## config.mk

```make
export PLATFORM = sky130hd
export DESIGN_NAME = wssc_queue
export DESIGN_NICKNAME = d
export VERILOG_FILES = /design/src/hdl/wssc_queue.sv
export SDC_FILE = /design/constraint.sdc
export NUM_CORES = 1
export LEC_CHECK = 0
export ABC_AREA = 1
export ABC_CLOCK_PERIOD_IN_PS = 1900
export BUFFER_PORTS_ARGS = -buffer_cell sky130_fd_sc_hd__buf_2
export CORE_MARGIN = 3
export CORE_UTILIZATION = 51
export DETAILED_ROUTE_END_ITERATION = 16
export PLACE_DENSITY = 0.81
export RECOVER_POWER = 100
export SLEW_MARGIN = 25
export SYNTH_ARGS = -nofsm -noshare
export SYNTH_HDL_FRONTEND = slang
export SYNTH_SLANG_ARGS = --single-unit
export TNS_END_PERCENT = 10
```

## constraint.sdc

```tcl
create_clock -name clk_i -period 1.9 [get_ports clk_i]
set_input_delay 0.285 -clock clk_i [delete_from_list [all_inputs] [get_ports clk_i]]
set_output_delay 0.285 -clock clk_i [all_outputs]
set_load 0.02 [all_outputs]
```

## src/hdl/wssc_queue.sv

```systemverilog
// ----------------------------------------------------------------------------
// wssc_queue
// Two-entry queue between the accumulator and the math sequencer.
// ----------------------------------------------------------------------------
module wssc_queue #(
  parameter int unsigned WIDTH = 18
) (
  input  logic             clk_i,
  input  logic             rst_ni,
  input  logic             push_i,
  input  logic [WIDTH-1:0] push_data_i,
  output logic             full_o,
  input  logic             pop_i,
  output logic [WIDTH-1:0] pop_data_o,
  output logic             nonempty_o
);

  logic [WIDTH-1:0] entry_q [2];
  logic             wr_ptr_q, rd_ptr_q;
  logic [1:0]       fill_q;

  assign full_o     = (fill_q == 2'd2);
  assign nonempty_o = (fill_q != 2'd0);
  assign pop_data_o = entry_q[rd_ptr_q];

  // pointers and fill level
  always_ff @(posedge clk_i or negedge rst_ni) begin
    if (!rst_ni) begin
      wr_ptr_q <= 1'b0;
      rd_ptr_q <= 1'b0;
      fill_q   <= 2'd0;
    end else begin
      if (push_i) wr_ptr_q <= !wr_ptr_q;
      if (pop_i)  rd_ptr_q <= !rd_ptr_q;
      if (push_i && !pop_i) begin
        fill_q <= fill_q + 2'd1;
      end else if (pop_i && !push_i) begin
        fill_q <= fill_q - 2'd1;
      end
    end
  end

  // storage
  always_ff @(posedge clk_i) begin
    if (push_i) entry_q[wr_ptr_q] <= push_data_i;
  end

  a_no_push_full: assert property (@(posedge clk_i) disable iff (!rst_ni)
    push_i |-> !full_o || pop_i)
    else $error("queue written while full");

  a_no_pop_empty: assert property (@(posedge clk_i) disable iff (!rst_ni)
    pop_i |-> nonempty_o)
    else $error("queue read while empty");

endmodule

```

==> results by group, run 1 <==
Status
  • Outcome: finished, final reports clean

Worst hold path
  • WHS Endpoint: entry_q[1][9]
  • Hold WC Path Type: in -> reg
  • Hold Crit Depth: 1
  • Hold Crit Start: push_data_i[9]

Place
  • Dpl cell area: 0.001798 mm²
  • Pre-CTS setup slack: around 0.56 ns
  • Port bufs: 41
  • Placed Instances: approximately 160
  • DP HPWL: around 1.8 mm
  • Gp weighted congestion: about 0.64

Worst setup path
  • Slowest stage delay, CP: 0.36 ns
  • WP data required: ~1.6 ns
  • Worst reg2reg path endpoint: entry_q[1][15]
  • Cell depth of the worst flop-to-flop path: 3
  • WP data arrival: about 1.4 ns
  • Crit-path max FO: 10
  • CP top delay family: buffers and inverters
  • Reg2reg start: wr_ptr_q
  • Crit Path Class: reg -> out
  • R2R Setup Slk: around 0.35 ns
  • Buffers & Inverters on Critical Path: 2
  • Worst setup SP type: flip-flop
  • Crit path from: rd_ptr_q
  • CP max-delay cell: dfrtp_1
  • Worst path cell trace: buf_4 > mux2_4 > clkbuf_1
  • Worst setup EP type: primary output

Cells and area
  • Antenna cell count: 0
  • Cell area after layout: 0.001838 mm²
  • Share of post-route cells with drive strength above 1: ~28%
  • Fin nets: 155
  • Area Overhead vs Synth: 18.18%
  • Layout Utilization: between 60% and 70%
  • Post-route insts no fill: 164

Synth
  • Most common cell in the netlist: edfxtp_1
  • Synth Flop Type: edfxtp_1
  • Post-Syn Area per Cell: approximately 19 µm²
  • Synth area leader: edfxtp_1
  • Register area share after synthesis: between 70% and 80%
  • Post-synth top area share: 69.51%
  • Synth Cell Area: between 0.0015 and 0.002 mm²
  • Synth warn: 0
  • Post-synth EDFFs: 36
  • Mapped Cells: between 80 and 90
  • Top cells by area, synth: edfxtp_1 70%, mux2_4 8.7%, mux2_2 6.5%
  • Ys async rst share: 10.00%
  • Count of cell types in the netlist: 14
  • Syn Nets: roughly 100
  • Commonest cells in the synthesized netlist: 36 x edfxtp_1, 9 x mux2_2, 9 x mux2_4, 7 x inv_1, 6 x nand2_1
  • FF+latch count, synth: 40

Floorplanning
  • Core Rows: 19
  • Starting Density: 54.98%
  • IO Pins: 42
  • Die area: approximately 0.0037 mm²
  • Core Area: 0.002829 mm²
  • Die Width: around 60 µm
  • Die Y: a little over 60 µm

Clock network
  • TritonCTS clock tree: done
  • Clk sink count: 40
  • Post-CTS resize count: 0
  • Max clock buf depth: 2
  • Postcts setup bufs: 0
  • Root Driver: clkbuf_4
  • Worst skew pair latency: approximately 0.35 ns
  • Clock slew at reported path FFs: 0.11 ns
  • Total clock buffers created by CTS: 5
  • Htree depth: 2

Routing
  • Detailed-route wire length: between 2 and 2.5 mm
  • Met1 wire length: just over 900 µm
  • Met2 Wirelength: ~1.3 mm
  • DRT iter0 DRCs: 13
  • Metal3 WL: between 100 and 150 µm
  • Post-DRT Antenna Nets: 0
  • DRC viols: 0
  • First-pass iteration count of the detailed router: 6
  • Uppermost routed layer: met4
  • Drt via density: 4.896
  • Via Count: roughly 800
  • DR WL/cell: between 10 and 15 µm

GRT
  • Initial antenna violation count: 0
  • Largest net degree at the start of global routing: 19
  • Total grt overflow: 0
  • Total GRT Usage: 14.48%
  • First-pass GRT wire length: 3.601 mm
  • Vias in the first global route: 790

Timing
  • Final Hold Slack: 0.1160 ns
  • Worst slew margin: between 60% and 70%
  • Slew Viols, Final: 0
  • Clock Skews: 0.01359 ns
  • RSZ-0062 raised after global routing: no
  • Setup-failing EPs final: 0
  • Fmax: between 500 and 600 MHz
  • Measured slew at the worst slew-check pin: around 0.47 ns
  • Final worst-path cycle share: between 80% and 90%
  • TNS Setup: 0 ns
  • Fin crit period: between 1.5 and 2 ns
  • PnR worst setup slack: between 0.2 and 0.25 ns
  • Final hold viol count: 0

Power
  • PwrDens: approximately 1500 mW/mm²
  • VDD IR max: approximately 730 µV
  • Static leakage: between 0.7 and 0.8 nW
  • Total power: between 2 and 3 mW

Job
  • Max capacitance violation total: 0
worst max path at each step:
stage | slack (ns) | to | cells past startpoint
floorplan | 0.32 | entry_q[0][0] | 1
global route | 0.14 | pop_data_o[9] | 3
global placement | 0.59 | pop_data_o[1] | 3
detailed placement | 0.56 | entry_q[1][14] | 4
finish | 0.20 | pop_data_o[1] | 3
CTS | 0.20 | pop_data_o[1] | 3
metal layers:
metal	track usage, %	vias up
li1	-	399
met1	15.45	377
met2	23.41	19
met3	5.031	8
met4	11.15	0
met5	0	-
timing repair:
item,in CTS,in global routing
hold buffers,1,0
setup endpoints to repair,0,0
endpoints found under the hold margin,4,0
worst reg2reg max path: stages (launching register included):
cell	delay, ns
dfrtp_1	0.40
nand2_1	0.06
inv_1	0.29
clkbuf_1	0.43
registers in the layout, summed over array words and instances (netlist names):
register / flops
fill_q: 2
wr_ptr_q: 1
rd_ptr_q: 1
entry_q: 36
cell type report:
class                      instances  area (µm²)
clock buffer                       5       37.54
clock inverter                     3       37.54
fill                             215       991.0
inverter                           7       26.28
multi-input combinational         32       316.6
sequential                        40        1181
tap                               31       38.79
timing repair buffer              46       200.2
power by group:
| group | switching [mW] | internal, mW |
|---|---|---|
| Clock | 0.256 | 0.269 |
| Combinational | 0.569 | 0.380 |
| Sequential | 0.0658 | 1.18 |
| Total | 0.891 | 1.83 |
placed cells by master, fill, tap and decap left out, drive strengths merged:
master       instances
mux2                18
clkbuf              38
nand4                1
bufinv               1
nor2                 2
nand3                1
ha                   1
inv                  7
edfxtp              36
dfrtp                4
clkinv               2
buf                 12
xnor2                1
dlygate4sd3          1
xor2                 2
nand2                6
kinds of logic after synthesis:
family | synth area share [%]
flip-flops | 75.95
multiplexers | 15.21
AND/OR/NAND/NOR | 2.655
buffers and inverters | 3.701
XOR/XNOR | 1.690
adder cells (fa/ha/maj) | 0.8044
Note: power is estimated with default switching activity, not from simulation.
==> inputs of run 2 (changes only) <==
- MAX_ROUTING_LAYER: unset -> met4
- REMOVE_ABC_BUFFERS: unset -> 1
==> run 2 against run 1 <==
Count of clock-buffer cells in the layout is 2 higher. Power is 4.3% lower. Cell count is 0.61% higher. Maximum frequency is 3.7% lower. Die area stayed put. Routed wire length is 1.2% lower. Register-to-register slack worse by 0.03 ns. Via count is 5.7% higher. Cell area is 0.48% lower. Core utilization is 0.31 points lower.
==> results by group, run 2 (same netlist as run 1, synthesis figures left out) <==
GRT
  • Largest net degree at the start of global routing: 12 (was 19)
  • Total grt overflow: 0 (unchanged)
  • Total GRT Usage: 14.73% (was 14.48%)
  • First-pass GRT wire length: 3.608 mm (was 3.601 mm)
  • Vias in the first global route: 826 (was 790)
  • Initial antenna violation count: 0 (unchanged)

Worst setup path
  • Cell depth of the worst flop-to-flop path: 3 (unchanged)
  • WP data arrival: 1.48 ns (was 1.41 ns)
  • CP top delay family: buffers and inverters (unchanged)
  • Critical Path Stages: 3 (unchanged)
  • Slowest stage delay, CP: 0.36 ns (about the same)
  • WP data required: 1.62 ns (about the same)
  • Worst setup SP type: flip-flop (unchanged)
  • Worst path cell trace: clkbuf_4 > mux2_2 > clkbuf_2 (was buf_4 > mux2_4 > clkbuf_1)
  • Buffers & Inverters on Critical Path: 2 (unchanged)
  • Worst setup EP type: primary output (unchanged)
  • Crit-path max FO: 11 (was 10)
  • CP max-delay cell: dfrtp_1 (unchanged)
  • Crit Path Class: reg -> out (unchanged)

Timing
  • Slew Viols, Final: 0 (unchanged)
  • Setup-failing EPs final: 0 (unchanged)
  • Fin crit period: 1.764 ns (was 1.699 ns)
  • Clock Skews: 0.004944 ns (was 0.01359 ns)
  • PnR worst setup slack: 0.1360 ns (was 0.2009 ns)
  • Final hold viol count: 0 (unchanged)
  • Worst slew margin: 58.54% (was 68.46%)
  • Measured slew at the worst slew-check pin: 0.6219 ns (was 0.4730 ns)
  • Fmax: 566.9 MHz (was 588.5 MHz)
  • TNS Setup: 0 ns (unchanged)
  • Final worst-path cycle share: 92.84% (was 89.43%)
  • RSZ-0062 raised after global routing: no (unchanged)

Cells and area
  • Max FFs per register: 36 (unchanged)
  • Filler Cells Inserted: 207 (was 215)
  • Biggest register: entry_q (unchanged)
  • Most frequent cells in the layout: 36 x edfxtp_1, 24 x clkbuf_1, 13 x buf_2 (was 36 x edfxtp_1, 32 x clkbuf_1, 10 x buf_2, 9 x mux2_4, 9 x mux2_2)
  • Fin nets: 156 (was 155)
  • Antenna cell count: 0 (unchanged)
  • Largest regs: entry_q x36, fill_q x2 (unchanged)
  • Share of post-route cells with drive strength above 1: 35.07% (was 27.82%)
  • Multi-input gate area: 316.6 µm² (unchanged)
  • Commonest non-fill, non-tap cell in the layout: edfxtp_1 (unchanged)
  • Area Overhead vs Synth: 17.62% (was 18.18%)
  • Sequential cell area: 0.001181 mm² (unchanged)

Routing
  • Post-DRT Antenna Nets: 0 (unchanged)
  • DRC viols: 0 (unchanged)
  • DR WL/cell: 14.36 µm (was 14.62 µm)
  • Detailed-route wire length: 2.369 mm (was 2.398 mm)
  • First-pass iteration count of the detailed router: 4 (was 6)
  • Via Count: 849 (was 803)
  • Drt via density: 5.145 (was 4.896)
  • DRT iter0 DRCs: 20 (was 13)

Place
  • Port bufs: 41 (unchanged)
  • DP HPWL: 1.730 mm (was 1.753 mm)
  • Gp weighted congestion: 0.6255 (was 0.6405)
  • Pre-CTS setup slack: 0.5384 ns (was 0.5605 ns)

Clock network
  • Worst skew pair latency: 0.34 ns (was 0.35 ns)
  • Postcts setup bufs: 0 (unchanged)
  • Post-CTS resize count: 0 (unchanged)
  • Htree depth: 2 (unchanged)
  • Total clock buffers created by CTS: 5 (unchanged)
  • TritonCTS clock tree: done (unchanged)
  • Hold-fix buffers, CTS: 1 (unchanged)
  • Clock slew at reported path FFs: 0.11 ns (about the same)
  • Root Driver: clkbuf_4 (unchanged)
  • Clk sink count: 40 (unchanged)
  • Max clock buf depth: 2 (unchanged)

Power
  • Static leakage: 0.7273 nW (was 0.7079 nW)
  • VDD IR max: 790.7 µV (was 734.7 µV)
  • PwrDens: 1422 mW/mm² (was 1478 mW/mm²)

Floorplanning
  • Die Width: 61.22 µm (unchanged)
  • Die area: 0.003748 mm² (unchanged)
  • Core Rows: 19 (unchanged)
  • Core Area: 0.002829 mm² (unchanged)
  • Starting Density: 54.98% (unchanged)
  • Die Y: 61.22 µm (unchanged)
  • IO Pins: 42 (unchanged)

Worst hold path
  • Hold Crit Depth: 1 (unchanged)
  • Hold WC Path Type: in -> reg (unchanged)

Job
  • Max capacitance violation total: 0 (unchanged)

Status
  • Outcome: finished, final reports clean (unchanged)
-- run 2: cell types whose count changed in the layout (fill, tap and decap cells not counted) --
cell,delta
buf_2,+3
buf_4,-1
bufinv_16,-1
clkbuf_1,-8
clkbuf_2,+8
clkbuf_4,+1
clkinv_1,-1
-- run 2: worst paths after layout --
| kind | slack [ns] | end | startpoint |
|---|---|---|---|
| setup / recovery | 0.14 | pop_data_o[16] | rd_ptr_q |
| hold / removal | 0.13 | entry_q[1][3] | push_data_i[3] |
| setup reg to reg | 0.32 | entry_q[1][11] | wr_ptr_q |
| hold reg to reg | 0.50 | fill_q[1] | fill_q[1] |
| max in group asynchronous | 1.38 | wr_ptr_q | rst_ni |
| min in group asynchronous | 0.32 | fill_q[0] | rst_ni |
-- run 2: power by group --
group	internal [mW]	switching [mW]
Clock	0.142	0.241
Combinational	0.403	0.573
Sequential	1.18	0.0628
-- run 2: per-stage QoR --
stage          power [mW]  hold WS [ns]  instance area (µm²)  util, %  std cells
2_1_floorplan       1.956      -0.01059                 1524        -         79
3_3_place_gp        2.267       0.09383                 1808    63.91        156
3_5_place_dp        2.300       0.09889                 1808    63.91        156
4_1_cts             2.686        0.1097                 1867    65.99        165
5_1_grt             2.765       0.09771                 1829    64.66        165
6_report            2.601        0.1285                 1829    64.66        165
-- run 2: area by class of cell --
| class | count | area share, % |
|---|---|---|
| multi-input cells | 32 | 17.31 |
| well taps | 31 | 2.120 |
| clock buffers | 7 | 2.462 |
| repair buffers | 47 | 11.90 |
| inverters | 7 | 1.436 |
| flip-flops and latches | 40 | 64.57 |
| clock inverters | 1 | 0.2052 |
-- run 2: metal layers --
metal | part of all wire (%) | GRT usage (%) | vias up
met5 | 0 | - | -
met4 | 1.7 | 6.502 | 0
met3 | 6.5 | 6.289 | 6
met2 | 51 | 24.47 | 30
met1 | 40 | 15.07 | 410
li1 | - | - | 403
