==> src/hdl/wssc_pkg.sv <==
// ----------------------------------------------------------------------------
// wssc_pkg
// Shared types, register codes and fixed-point constants of the wind speed
// sensor conditioner.
// ----------------------------------------------------------------------------
package wssc_pkg;

  // apb address width and register indexes (paddr[4:2])
  localparam int unsigned ADDR_W = 5;
  localparam int unsigned IDX_W  = 3;

  localparam logic [IDX_W-1:0] REG_FULL_SCALE = 3'd0;
  localparam logic [IDX_W-1:0] REG_VOLT_MIN   = 3'd1;
  localparam logic [IDX_W-1:0] REG_VOLT_MAX   = 3'd2;
  localparam logic [IDX_W-1:0] REG_SPEED_MAX  = 3'd3;
  localparam logic [IDX_W-1:0] REG_EMA_ALPHA  = 3'd4;

  // configuration field widths
  localparam int unsigned FS_W    = 12;
  localparam int unsigned MV_W    = 13;
  localparam int unsigned SMAX_W  = 14;
  localparam int unsigned ALPHA_W = 16;

  // reset values of the registers
  localparam logic [FS_W-1:0]    FULL_SCALE_RST = 12'd4095;
  localparam logic [MV_W-1:0]    VOLT_MIN_RST   = 13'd400;
  localparam logic [MV_W-1:0]    VOLT_MAX_RST   = 13'd2000;
  localparam logic [SMAX_W-1:0]  SPEED_MAX_RST  = 14'd3240;
  localparam logic [ALPHA_W-1:0] EMA_ALPHA_RST  = 16'd7864;

  typedef struct packed {
    logic [FS_W-1:0]    full_scale;
    logic [MV_W-1:0]    volt_min;
    logic [MV_W-1:0]    volt_max;
    logic [SMAX_W-1:0]  speed_max;
    logic [ALPHA_W-1:0] alpha;
  } cfg_t;

  // datapath widths
  localparam int unsigned U_W     = 20;   // normalized reading, Q0.20
  localparam int unsigned ACC_W   = 37;   // horner accumulator, Q32 volts
  localparam int unsigned PROD_W  = 58;   // accumulator times reading
  localparam int unsigned SPEED_W = 24;   // speed in cm/s, Q8
  localparam int unsigned OUT_W   = 14;

  localparam logic [SPEED_W-1:0] SPEED_SAT = 24'hFFFFFF;
  localparam logic [OUT_W-1:0]   OUT_MAX   = 14'd9999;

  // floor(x / 100) = (x * RECIP_100) >> 29 for x below 2^22
  localparam logic [22:0] RECIP_100 = 23'd5368710;

  // leading quartic coefficient, the others follow in horner order
  localparam logic signed [ACC_W-1:0] POLY_D4 = -37'sd19342813114;

  function automatic logic signed [ACC_W-1:0] poly_coef(input logic [1:0] step);
    logic signed [ACC_W-1:0] c;
    case (step)
      2'd0:    c = 37'sd34877923103;
      2'd1:    c = -37'sd21704589750;
      2'd2:    c = 37'sd19510073356;
      2'd3:    c = 37'sd146645322;
      default: c = '0;
    endcase
    return c;
  endfunction

  // shared restoring divider
  localparam int unsigned DIV_D_W   = 21;
  localparam int unsigned DIV_Q_W   = 24;
  localparam int unsigned DIV_CNT_W = 5;

  typedef struct packed {
    logic                 start;
    logic [DIV_CNT_W-1:0] steps;
    logic [DIV_D_W-1:0]   rem_init;
    logic [DIV_Q_W-1:0]   low_init;
    logic [DIV_D_W-1:0]   divisor;
  } div_req_t;

  typedef struct packed {
    logic               done;
    logic [DIV_Q_W-1:0] quotient;
  } div_rsp_t;

  // back end sequencer
  typedef enum logic [3:0] {
    BK_IDLE,
    BK_UDIV,
    BK_POLY_LO,
    BK_POLY_HI,
    BK_POLY_ADD,
    BK_VOLT,
    BK_SPD_MUL,
    BK_SPD_CHK,
    BK_SPD_DIV,
    BK_MEDIAN,
    BK_EMA_MUL,
    BK_EMA_MAC,
    BK_EMA_SET,
    BK_OUT_SCALE,
    BK_OUT_MUL,
    BK_FINISH
  } back_state_e;

endpackage

==> src/hdl/wssc_front.sv <==
// ----------------------------------------------------------------------------
// wssc_front
// Sums raw samples in groups, checks the group mean against the range 1..full
// scale and pushes each finished group into the queue.
// ----------------------------------------------------------------------------
module wssc_front #(
  parameter int unsigned N        = 32,
  parameter int unsigned ADC_BITS = 12,
  parameter int unsigned SUM_W    = 17,
  parameter int unsigned CNT_W    = 5
) (
  input  logic                 clk_i,
  input  logic                 rst_ni,
  input  wssc_pkg::cfg_t       cfg_i,
  input  logic                 in_valid_i,
  output logic                 in_ready_o,
  input  logic [ADC_BITS-1:0]  adc_sample_i,
  input  logic                 queue_full_i,
  output logic                 push_o,
  output logic [SUM_W:0]       push_data_o
);

  localparam int unsigned LIM_W = wssc_pkg::FS_W + $clog2(N) + 1;
  localparam int unsigned CMP_W = (SUM_W > LIM_W) ? SUM_W : LIM_W;

  logic [SUM_W-1:0] sum_q, sum_d;
  logic [CNT_W-1:0] count_q, count_d;
  logic             last, accept, in_range;
  logic [SUM_W-1:0] total;
  logic [CMP_W-1:0] total_ext, limit;

  // group end stalls only while the queue is full
  assign last       = (count_q == CNT_W'(N - 1));
  assign in_ready_o = !(last && queue_full_i);
  assign accept     = in_valid_i && in_ready_o;

  // running total including the sample on the port
  assign total = sum_q + SUM_W'(adc_sample_i);

  // mean within 1..full scale, tested on the sum
  assign total_ext = CMP_W'(total);
  assign limit     = CMP_W'(cfg_i.full_scale) * CMP_W'(N);
  assign in_range  = (total_ext >= CMP_W'(N)) && (total_ext <= limit);

  assign push_o      = accept && last;
  assign push_data_o = {in_range, total};

  // accumulator next state
  always_comb begin
    sum_d   = sum_q;
    count_d = count_q;
    if (accept) begin
      if (last) begin
        sum_d   = '0;
        count_d = '0;
      end else begin
        sum_d   = total;
        count_d = count_q + 1'b1;
      end
    end
  end

  always_ff @(posedge clk_i or negedge rst_ni) begin
    if (!rst_ni) begin
      sum_q   <= '0;
      count_q <= '0;
    end else begin
      sum_q   <= sum_d;
      count_q <= count_d;
    end
  end

endmodule

==> config.mk <==
export PLATFORM = sky130hd
export DESIGN_NAME = wssc_front
export DESIGN_NICKNAME = d
export VERILOG_FILES = /design/src/hdl/wssc_pkg.sv /design/src/hdl/wssc_front.sv
export SDC_FILE = /design/constraint.sdc
export NUM_CORES = 1
export LEC_CHECK = 0
export BUFFER_PORTS_ARGS = -buffer_cell sky130_fd_sc_hd__buf_2
export CAP_MARGIN = 20
export CORE_ASPECT_RATIO = 1.25
export CORE_UTILIZATION = 49
export DETAILED_ROUTE_END_ITERATION = 12
export GPL_TIMING_DRIVEN = 0
export PLACE_DENSITY = 0.86
export SETUP_SLACK_MARGIN = 0.15
export SYNTH_ARGS = -nofsm -noshare
export SYNTH_HDL_FRONTEND = slang
export SYNTH_SLANG_ARGS = --single-unit
==> constraint.sdc <==
create_clock -name clk_i -period 6.7 [get_ports clk_i]
set_clock_uncertainty 0.2 [all_clocks]
set_input_delay 1.005 -clock clk_i [delete_from_list [all_inputs] [get_ports clk_i]]
set_output_delay 1.005 -clock clk_i [all_outputs]
set_load 0.05 [all_outputs]
==> metrics.cfg, run 1 <==
[run_status]
run_status=completed

[yosys]
main_combinational_cell_family_by_area_after_synthesis=compound AO/OA/AOI/OAI gates
postSynthNetCount=332
synthesized_instance_count=221
synth-compound-area-share_pct=22.7
synth-async-reset-ratio_pct=100
synth_seq_cells=22
synth_simple_gate_area_share_pct=17.1
synthXorXnorAreaFrac_pct=6.71
yosys_most_used_dff=dfrtp_1
post_synth_instance_area_sq_mm=0.00196
ys_seq_area_share_pct=28.1
synth.area.mux_share_pct=2.17
synth_fa_ha_area_share_pct=17.6
synth_edf_count=0
post_synth_num_cell_types=46
syn_avg_cell_area_sq_um=8.85
ys_warn_count=0

[route]
initial_drc_count=43
detail_route.drc_violations=0
ant_nets=0
detailedRoute.firstPassIterationCount=4
vias_per_cell=5.51
via_count=1795
detail_route.wl_per_cell_um=13.8
routed_wl_um=4500

[timing]
final_hold_viol_count=0
max_clock_freq_mhz=173
setup_viol_count_final=0
grt_setup_unrepaired=no
drv_slew=0
period_share_pct=86.3
timing.setup.tns_ns=0
layout_min_cycle_time_ns=5.78
worst_slew_margin_rel_pct=57.2
worst_pin_slew_ns=0.640

[critical_path]
worst-path-max-fanout=3
worstPathCellList=buf_2, ha_1, inv_1, fa_1, nor2b_1, o31a_1, o311ai_1, a21o_1, and2_1, xnor2_1, ha_1, nand4_1, nor3_1, nand3_1, nor3_1, a21oi_1, a41oi_1, buf_4, buf_2
worst-r2r-cell-count=10
rrSetupSlack_ns=3.95
setup.worst_path.start_class=primary input
rr_startpoint=sum_q[0]$_DFFE_PN0P_
critPathLaunch=adc_sample_i[0]
worst_ep_required_time_ns=5.49
timing.critical_path.slowest_stage_cell=o311ai_1
worst-endpoint-arrival_ns=4.58
criticalPathCategory=in -> out
critPathMaxStageDelay_ns=0.39
crit-reg2reg-capture=sum_q[16]$_DFFE_PN0P_
cp-end-kind=output port

[global_routing]
grt.total_usage_pct=23.0
globalRouteOverflowTotal=0
number_of_antenna_violations_at_the_first_check_in_global_routing=0
first_global_vias=1695
grt_max_degree=23
grt_first_pass_wirelength_um=7470

[floorplan]
fp_rows=25
pin_count=104
floorplan.initialDensity_pct=51.3
die_area_sq_mm=0.00425
fp.coreArea_sq_mm=0.00382
floorplan.die.width_um=58.5
dieHeight_um=72.7

[clock_tree]
cts.clk_slew.worst_paths_ns=0.08
insertion_delay_ns=0.26
postCtsSetupBuffers=0
numCtsBuffers=3
tritoncts=done
cts.repair.resized=0
ctsHtreeMaxLevel=1
cts_sinks=22
cts-root-buf=clkbuf_8
hold_buffers=0
cts-root-to-sink-buffers=2

[place]
place.detailed.instances=322
place_hpwl_um=3630
io_buffer_count=47
gp_congestion=0.886

[finish]
layout.cells.most_common_list=buf_2 (47), ha_1 (26), inv_1 (24), nand2_1 (22), dfrtp_1 (22)
area_delta_synth_final_pct=19.1
diodes_inserted=0
final_nets=384
ff_latch_area_sq_um=551
multi_input_area_sq_mm=0.00130
most_common_cell_after_layout_fill_and_taps_aside=buf_2
nFillCells=346
number_of_standard_cells_in_the_final_layout_excluding_fillers=326
fraction_of_final_layout_cells_with_drive_strength_greater_than_1_pct=21.7

[hold_path]
timing.hold.worst_path_depth=2
holdPathEnd=sum_q[7]$_DFFE_PN0P_
worst_hold_startpoint=sum_q[7]$_DFFE_PN0P_
hold_path_class=reg -> reg

[flow_run]
max_cap_violations=0

final cells by class:
class	instances	area share (%)
clock buffer	3	1.77
timing repair buffer	47	10.1
clock inverter	1	1.29
buffer	4	0.805
sequential	22	23.6
multi-input combinational	171	55.7
tap	54	2.90
inverter	24	3.86
through the flow:
stage	area (sq um)	worst slack [ns]	hold WS [ns]	utilization [%]
finish	2330	0.918	0.294	61.1
global route	2330	0.660	0.322	61.1
CTS	2330	0.944	0.300	61.1
detailed placement	2260	0.986	0.281	59.2
global placement	2260	1.01	0.257	59.2
floorplan	1960	0.845	0.243	-
worst max-delay path: cells and delay by family:
| family | cells | cell delay, ns |
|---|---|---|
| AND/OR/NAND/NOR | 6 | 1.00 |
| AO/OA/AOI/OAI | 5 | 1.15 |
| buffers and inverters | 4 | 0.55 |
| XOR/XNOR | 1 | 0.13 |
| adder cells (fa/ha/maj) | 3 | 0.76 |
routing by layer:
metal | share of wire [%] | vias to the layer above | wire (um) | GRT usage, %
met4 | 2.0 | 0 | 90 | 7.94
met3 | 4.7 | 10 | 212 | 2.30
met1 | 45 | 819 | 2030 | 30.7
met2 | 48 | 62 | 2170 | 38.6
met5 | 0 | - | 0 | 0
li1 | - | 904 | - | -
cells by family (layout without fill, tap and decap cells):
logic type	after synthesis	in the layout
flops	22	22
simple gates	64	64
buf+inv	28	79
xor+xnor	15	15
mux	4	4
fa+ha+maj	27	27
compound gates	61	61
Yosys cell counts, types with 3 or more instances:
cell	number	share of area [%]
a21o_1	6	2.3
nor2_1	8	1.5
nor3_1	3	0.77
or3_1	3	0.96
inv_1	24	4.6
xor2_1	6	2.7
xnor2_1	9	4.0
a21oi_1	14	3.6
dfrtp_1	22	28
clkbuf_1	3	0.58
and3_1	4	1.3
nor2b_1	3	0.96
nand2_1	22	4.2
o21ai_1	4	1.0
nor3b_1	3	1.2
nand3_1	4	1.0
nand4_1	4	1.3
ha_1	26	17
a22o_1	9	4.0
o211ai_1	4	1.5
o21ai_0	6	1.5
o31ai_1	3	1.2
worst max-delay path by stage:
stage	end	depth (start not counted)
6_report	push_data_o[17]	19
2_1_floorplan	push_data_o[17]	17
4_1_cts	push_data_o[17]	19
3_3_place_gp	push_data_o[17]	18
3_5_place_dp	push_data_o[17]	18
5_1_grt	push_data_o[17]	19
flip-flops by register name, indices dropped and copies added, names as in the netlist:
name and cells:
sum_q 17, count_q 5
Power of run 1 is not shown: default switching activity piles up to over one toggle a cycle in this logic, so the estimate is an artifact.
==> inputs of run 2 (changes only) <==
--- a/config.mk
+++ b/config.mk
@@ -5,10 +5,11 @@
 export SDC_FILE = /design/constraint.sdc
 export NUM_CORES = 1
 export LEC_CHECK = 0
+export ABC_AREA = 1
 export BUFFER_PORTS_ARGS = -buffer_cell sky130_fd_sc_hd__buf_2
 export CAP_MARGIN = 20
 export CORE_ASPECT_RATIO = 1.25
-export CORE_UTILIZATION = 49
+export CORE_UTILIZATION = 51
 export DETAILED_ROUTE_END_ITERATION = 12
 export GPL_TIMING_DRIVEN = 0
 export PLACE_DENSITY = 0.86
==> metrics.cfg, run 2 <==
[finish]
top_register=sum_q
multi_input_area_sq_mm=0.00141  ; +8.6%
final_nets=512  ; +33%
finalCoreUtilization_pct=62.9  ; +1.8 points
top_regs=sum_q (17), count_q (5)
layout.cells.most_common_list=nand2_1 (108), inv_1 (71), buf_2 (47), ha_1 (26)
fraction_of_final_layout_cells_with_drive_strength_greater_than_1_pct=19.0  ; -2.7 points
ff_latch_area_sq_um=551  ; unchanged
largest_register_ffs=17  ; unchanged
most_common_cell_after_layout_fill_and_taps_aside=nand2_1
nFillCells=405  ; +17%
area_delta_synth_final_pct=16.8
diodes_inserted=0  ; unchanged

[yosys]
main_combinational_cell_family_by_area_after_synthesis=simple AND/OR/NAND/NOR gates
synth_simple_gate_area_share_pct=36.0  ; +19 points
post_synth_instance_area_sq_mm=0.00224  ; +15%
synth_seq_cells=22  ; unchanged
ys_seq_area_share_pct=24.6  ; -3.6 points
synth_most_common_cell=nand2_1
synth_fa_ha_area_share_pct=15.4  ; -2.2 points
yosys_most_used_dff=dfrtp_1
synth.area.mux_share_pct=0  ; -2.2 points
synth_edf_count=0  ; unchanged
yosys.area.top_type=dfrtp_1
synthXorXnorAreaFrac_pct=0.391  ; -6.3 points
syn_avg_cell_area_sq_um=6.42  ; -27%
synth-async-reset-ratio_pct=100  ; unchanged
synth_area_leaders=dfrtp_1 (25%), nand2_1 (18%), ha_1 (15%), inv_1 (12%), nand3_1 (4.9%)
post_synth_most_frequent_cells=nand2_1 (108), inv_1 (71), ha_1 (26)
ys_warn_count=0  ; unchanged
synthesized_instance_count=349  ; +58%
synth_top_area_share_pct=24.6  ; -3.6 points
post_synth_num_cell_types=26  ; -43%
synth-compound-area-share_pct=11.1  ; -12 points
postSynthNetCount=460  ; +39%

[hold_path]
hold_path_class=reg -> reg
holdPathEnd=sum_q[3]$_DFFE_PN0P_
timing.hold.worst_path_depth=2  ; unchanged
worst_hold_startpoint=sum_q[3]$_DFFE_PN0P_

[clock_tree]
cts_sinks=22  ; unchanged
ctsHtreeMaxLevel=1  ; unchanged
cts.repair.resized=0  ; unchanged
cts.clk_slew.worst_paths_ns=0.09  ; about the same
cts-root-buf=clkbuf_8
cts-root-to-sink-buffers=2  ; unchanged
hold_buffers=0  ; unchanged
postCtsSetupBuffers=0  ; unchanged
insertion_delay_ns=0.27  ; about the same
tritoncts=done
numCtsBuffers=3  ; unchanged

[floorplan]
dieHeight_um=76.1  ; +4.8%
floorplan.die.width_um=61.3  ; +4.7%
die_area_sq_mm=0.00466  ; +9.7%
pin_count=104  ; unchanged
fp.coreArea_sq_mm=0.00416  ; +9.1%
floorplan.initialDensity_pct=53.8  ; +2.5 points
fp_rows=26  ; +4.0%

[place]
place_hpwl_um=4440  ; +22%
gp_congestion=0.884  ; -0.17%
pre_cts_slack_ns=1.64  ; +0.650 ns
io_buffer_count=47  ; unchanged

[critical_path]
worst-r2r-cell-count=9  ; -1
crit-reg2reg-capture=sum_q[4]$_DFFE_PN0P_
timing.critical_path.max_delay_family=simple AND/OR/NAND/NOR gates
critPathLaunch=adc_sample_i[0]
worst_ep_required_time_ns=5.49  ; about the same
timing.critical_path.buf_inv=7  ; +3
criticalPathCategory=in -> out
worstPathCellList=buf_2, ha_1, inv_1, fa_1, inv_1, nand2_1, nand2_2, nand3_1, nand2_2, a21oi_1, inv_1, nand2_1, nand2_1, inv_1, ha_1, nand2_1, nor2_1, nand4_1, nor3_1, nor2_1, nor2_1, buf_4, buf_2
cp-end-kind=output port
timing.critical_path.slowest_stage_cell=fa_1
worst-path-max-fanout=4  ; +1
rrSetupSlack_ns=4.17  ; +0.22 ns
setup.worst_path.start_class=primary input
critPathMaxStageDelay_ns=0.40  ; about the same
rr_startpoint=count_q[1]$_DFFE_PN0P_
worst-endpoint-arrival_ns=3.88  ; -0.70 ns

[timing]
finalWorstSetupSlack_ns=1.62  ; +0.701 ns
timing.setup.tns_ns=0  ; unchanged
setup_viol_count_final=0  ; unchanged
final_hold_viol_count=0  ; unchanged
worst_slew_margin_rel_pct=62.7  ; +5.5 points
period_share_pct=75.8  ; -10 points
grt_setup_unrepaired=no
max_clock_freq_mhz=197  ; +14%
worst_pin_slew_ns=0.560  ; -0.0798 ns
drv_slew=0  ; unchanged
whs_ns=0.298  ; +0.00392 ns
layout_min_cycle_time_ns=5.08  ; -0.701 ns

[power]
report.power.total_uw=1490
power.leakage_uw=0.00160
irDropWorstVdd_uv=321
pwr_density_cell_mw_per_mm2=570

[global_routing]
grt.total_usage_pct=25.8  ; +2.8 points
grt_first_pass_wirelength_um=9250  ; +24%
globalRouteOverflowTotal=0  ; unchanged
first_global_vias=2203  ; +30%
grt_max_degree=23  ; unchanged
number_of_antenna_violations_at_the_first_check_in_global_routing=0  ; unchanged

[route]
detail_route.drc_violations=0  ; unchanged
ant_nets=0  ; unchanged
vias_per_cell=5.18  ; -5.9%
via_count=2363  ; +32%
detail_route.wl_per_cell_um=12.2  ; -12%
initial_drc_count=87  ; +100%
routed_wl_um=5570  ; +24%
detailedRoute.firstPassIterationCount=5  ; +1

[run_status]
run_status=completed

[flow_run]
max_cap_violations=0  ; unchanged

==> run 2: changes by cell type after synthesis, moves of 7 or more <==
cell,previous run,this run
inv_1,24,71
nand2_1,22,108
nand2_2,0,12
nand3_1,4,22
nor2_1,8,22
o21ai_0,6,13
xnor2_1,9,1
==> run 2: power by group <==
group          total [uW]  internal [uW]  switching, uW  leakage [uW]
logic                1130            325            806       0.00129
clock network         128           79.9           47.8     0.0000357
registers             232            193           39.7      0.000270
total                1490            598            893       0.00160
==> run 2: tightest hold or removal path: cells and delay by family, from the launching register on <==
| kind | cells | cell delay (ns) |
|---|---|---|
| AO/OA/AOI/OAI | 1 | 0.06 |
| flip-flops | 1 | 0.36 |
| AND/OR/NAND/NOR | 1 | 0.05 |
==> run 2: routing by layer <==
metal	global-route usage, %	wire length (um)
met5	0	0
met4	12.0	229
met3	3.40	263
met2	44.0	2830
met1	30.5	2240
==> run 2: worst max path at each step <==
stage               slack [ns]  cells after the start               to
global route              1.35                     24  push_data_o[17]
global placement          1.65                     23  push_data_o[17]
CTS                       1.63                     23  push_data_o[17]
detailed placement        1.64                     24  push_data_o[17]
finish                    1.62                     23  push_data_o[17]
floorplan                 1.88                     20  push_data_o[17]
==> run 2: layout make-up <==
| class | count | area share, % |
|---|---|---|
| clock inverter | 1 | 1.15 |
| clock buffer | 3 | 1.58 |
| tap | 56 | 2.68 |
| inverter | 72 | 10.3 |
| multi-input combinational | 253 | 53.8 |
| buffer | 2 | 0.430 |
| sequential | 22 | 21.0 |
| timing repair buffer | 47 | 8.99 |
==> run 2: per-stage QoR <==
step	instances	area (sq um)
global placement	452	2550
global route	456	2620
finish	456	2620
CTS	456	2620
detailed placement	452	2550
floorplan	349	2240
==> run 2: logic make-up after synthesis <==
kind of cell               Yosys count
and+or+nand+nor                    184
buffers and inverters               74
AOI/OAI and AO/OA                   41
adders and majority gates           27
DFF                                 22
xor gates and xnor gates             1
Power figures use the tool's default switching activity.
==> inputs of run 3 (changes only) <==
--- a/config.mk
+++ b/config.mk
@@ -9,10 +9,10 @@
 export BUFFER_PORTS_ARGS = -buffer_cell sky130_fd_sc_hd__buf_2
 export CAP_MARGIN = 20
 export CORE_ASPECT_RATIO = 1.25
-export CORE_UTILIZATION = 51
+export CORE_UTILIZATION = 43
 export DETAILED_ROUTE_END_ITERATION = 12
 export GPL_TIMING_DRIVEN = 0
-export PLACE_DENSITY = 0.86
+export PLACE_DENSITY = 0.78
 export SETUP_SLACK_MARGIN = 0.15
 export SYNTH_ARGS = -nofsm -noshare
 export SYNTH_HDL_FRONTEND = slang
==> constraint.sdc (replaced) <==
create_clock -name clk_i -period 4.4 [get_ports clk_i]
set_clock_uncertainty 0.2 [all_clocks]
set_input_delay 0.66 -clock clk_i [delete_from_list [all_inputs] [get_ports clk_i]]
set_output_delay 0.66 -clock clk_i [all_outputs]
set_load 0.05 [all_outputs]
==> metrics.cfg, run 3 (synthesis results as in run 2) <==
[run_status]
run_status=completed

[global_routing]
globalRouteOverflowTotal=0  ; unchanged
grt.total_usage_pct=21.4  ; -4.4 points
grt_first_pass_wirelength_um=9000  ; -2.8%
first_global_vias=2122  ; -3.7%
number_of_antenna_violations_at_the_first_check_in_global_routing=0  ; unchanged
grt_max_degree=23  ; unchanged

[clock_tree]
cts_sinks=22  ; unchanged
cts.clk_slew.worst_paths_ns=0.09  ; about the same
numCtsBuffers=3  ; unchanged
insertion_delay_ns=0.28  ; about the same
hold_buffers=0  ; unchanged
cts-root-buf=clkbuf_8
ctsHtreeMaxLevel=1  ; unchanged
tritoncts=done
cts-root-to-sink-buffers=2  ; unchanged

[critical_path]
setup.worst_path.start_class=primary input
timing.critical_path.slowest_stage_cell=fa_2
timing.critical_path.max_delay_family=simple AND/OR/NAND/NOR gates
worst-path-max-fanout=4  ; unchanged
worst-endpoint-arrival_ns=3.22  ; -0.66 ns
cp-end-kind=output port
worstPathCellList=buf_6, ha_4, inv_2, fa_2, inv_2, nand2_2, nand2_4, nand3_4, nand2_4, a21oi_2, inv_1, nand2_2, nand2_2, inv_2, ha_4, nand2_4, nor2_4, nand4_1, o21ai_1, nor2_1, nor2_1, nor2_1, buf_4, buf_8
worst_ep_required_time_ns=3.54  ; -1.95 ns
timing.critical_path.buf_inv=7  ; unchanged
critPathMaxStageDelay_ns=0.40  ; about the same
criticalPathCategory=in -> out

[finish]
top_register=sum_q
diodes_inserted=0  ; unchanged
area_delta_synth_final_pct=24.3
most_common_cell_after_layout_fill_and_taps_aside=nand2_1
layout.cells.most_common_list=nand2_1 (101), inv_1 (68), buf_2 (45), ha_1 (22), dfrtp_1 (22)
fraction_of_final_layout_cells_with_drive_strength_greater_than_1_pct=25.2  ; +6.2 points
top_regs=sum_q (17), count_q (5)
fin_area_sq_mm=0.00279  ; +6.5%
final_nets=516  ; +0.78%
largest_register_ffs=17  ; unchanged

[timing]
drv_slew=0  ; unchanged
finalWorstSetupSlack_ns=0.323  ; -1.30 ns
worst_pin_slew_ns=0.529  ; -0.0306 ns
layout_min_cycle_time_ns=4.08
max_clock_freq_mhz=245
whs_ns=0.140  ; -0.158 ns
final_hold_viol_count=0  ; unchanged
setup_viol_count_final=0  ; unchanged
worst_slew_margin_rel_pct=64.7  ; +2.0 points
grt_setup_unrepaired=yes
timing.setup.tns_ns=0  ; unchanged
period_share_pct=92.7

[floorplan]
fp.coreArea_sq_mm=0.00504  ; +21%
floorplan.die.width_um=66.6  ; +8.6%
floorplan.initialDensity_pct=44.4  ; -9.4 points
fp_rows=29  ; +12%
dieHeight_um=82.7  ; +8.7%
pin_count=104  ; unchanged
die_area_sq_mm=0.00551  ; +18%

[route]
met1_routed_length_um=2370  ; +5.7%
detailedRoute.firstPassIterationCount=5  ; unchanged
met3RoutedLength_um=268  ; +1.9%
initial_drc_count=96  ; +10%
routed_wl_um=5720  ; +2.7%
via_count=2342  ; -0.89%
vias_per_cell=5.03  ; -3.0%
route.top_layer_used=met4
wl_met2_um=2930  ; +3.5%
detail_route.drc_violations=0  ; unchanged
ant_nets=0  ; unchanged
detail_route.wl_per_cell_um=12.3  ; +0.54%

[place]
placed_inst_area_sq_mm=0.00255  ; +0.29%
io_buffer_count=47  ; unchanged
pre_cts_slack_ns=-0.0121  ; -1.65 ns
place_hpwl_um=4450  ; +0.41%
gp_congestion=0.942  ; +6.5%

[flow_run]
max_cap_violations=0  ; unchanged

[power]
irDropWorstVdd_uv=595  ; +85%
pwr_density_cell_mw_per_mm2=871  ; +53%
power.leakage_uw=0.00163  ; +2.1%
report.power.total_uw=2430  ; +63%

[hold_path]
hold_path_class=in -> async

-- run 3: changes by cell type in the layout (fill, tap and decap cells not counted), sizes merged --
cell	change
buf	+4
-- run 3: repair_timing --
action / CTS / global route
pin swaps: 0 / 17
gates resized for setup: 6 / 27
setup endpoints to repair: 1 / 1
setup buffers: 0 / 4
-- run 3: layer usage --
layer  up-vias  global-route usage [%]
met1      1063                    25.5
li1       1206                       -
met3        13                    2.75
met4         0                    9.15
met5         -                       0
met2        60                    38.1
-- run 3: area by class of cell --
class	instances	area [sq um]
fill	476	2260
multi-input combinational	253	1520
sequential	22	551
timing repair buffer	51	282
inverter	72	270
tap	62	77.6
clock buffer	3	41.3
clock inverter	1	30.0
buffer	2	11.3
-- run 3: metrics by stage --
stage               std cells  utilization [%]
finish                    466             55.2
global route              466             55.2
CTS                       462             52.3
detailed placement        458             50.6
global placement          458             50.6
floorplan                 349                -
-- run 3: power breakdown --
part / internal (uW) / total, uW / switching [uW] / leakage (uW)
registers: 294 / 359 / 65.8 / 0.000270
logic: 575 / 1870 / 1290 / 0.00132
clock network: 122 / 197 / 75.6 / 0.0000357
total: 991 / 2430 / 1440 / 0.00163
-- run 3: worst paths after layout --
kind,from,endpoint,slack (ns),depth (start not counted)
max in group asynchronous,rst_ni,sum_q[11]$_DFFE_PN0P_,3.51,1
min,rst_ni,count_q[4]$_DFFE_PN0P_,0.14,1
min in group clk_i,sum_q[9]$_DFFE_PN0P_,sum_q[9]$_DFFE_PN0P_,0.30,2
max,adc_sample_i[0],push_data_o[17],0.32,24
min reg2reg,sum_q[9]$_DFFE_PN0P_,sum_q[9]$_DFFE_PN0P_,0.30,2
max reg2reg,count_q[0]$_DFFE_PN0P_,sum_q[5]$_DFFE_PN0P_,1.84,9
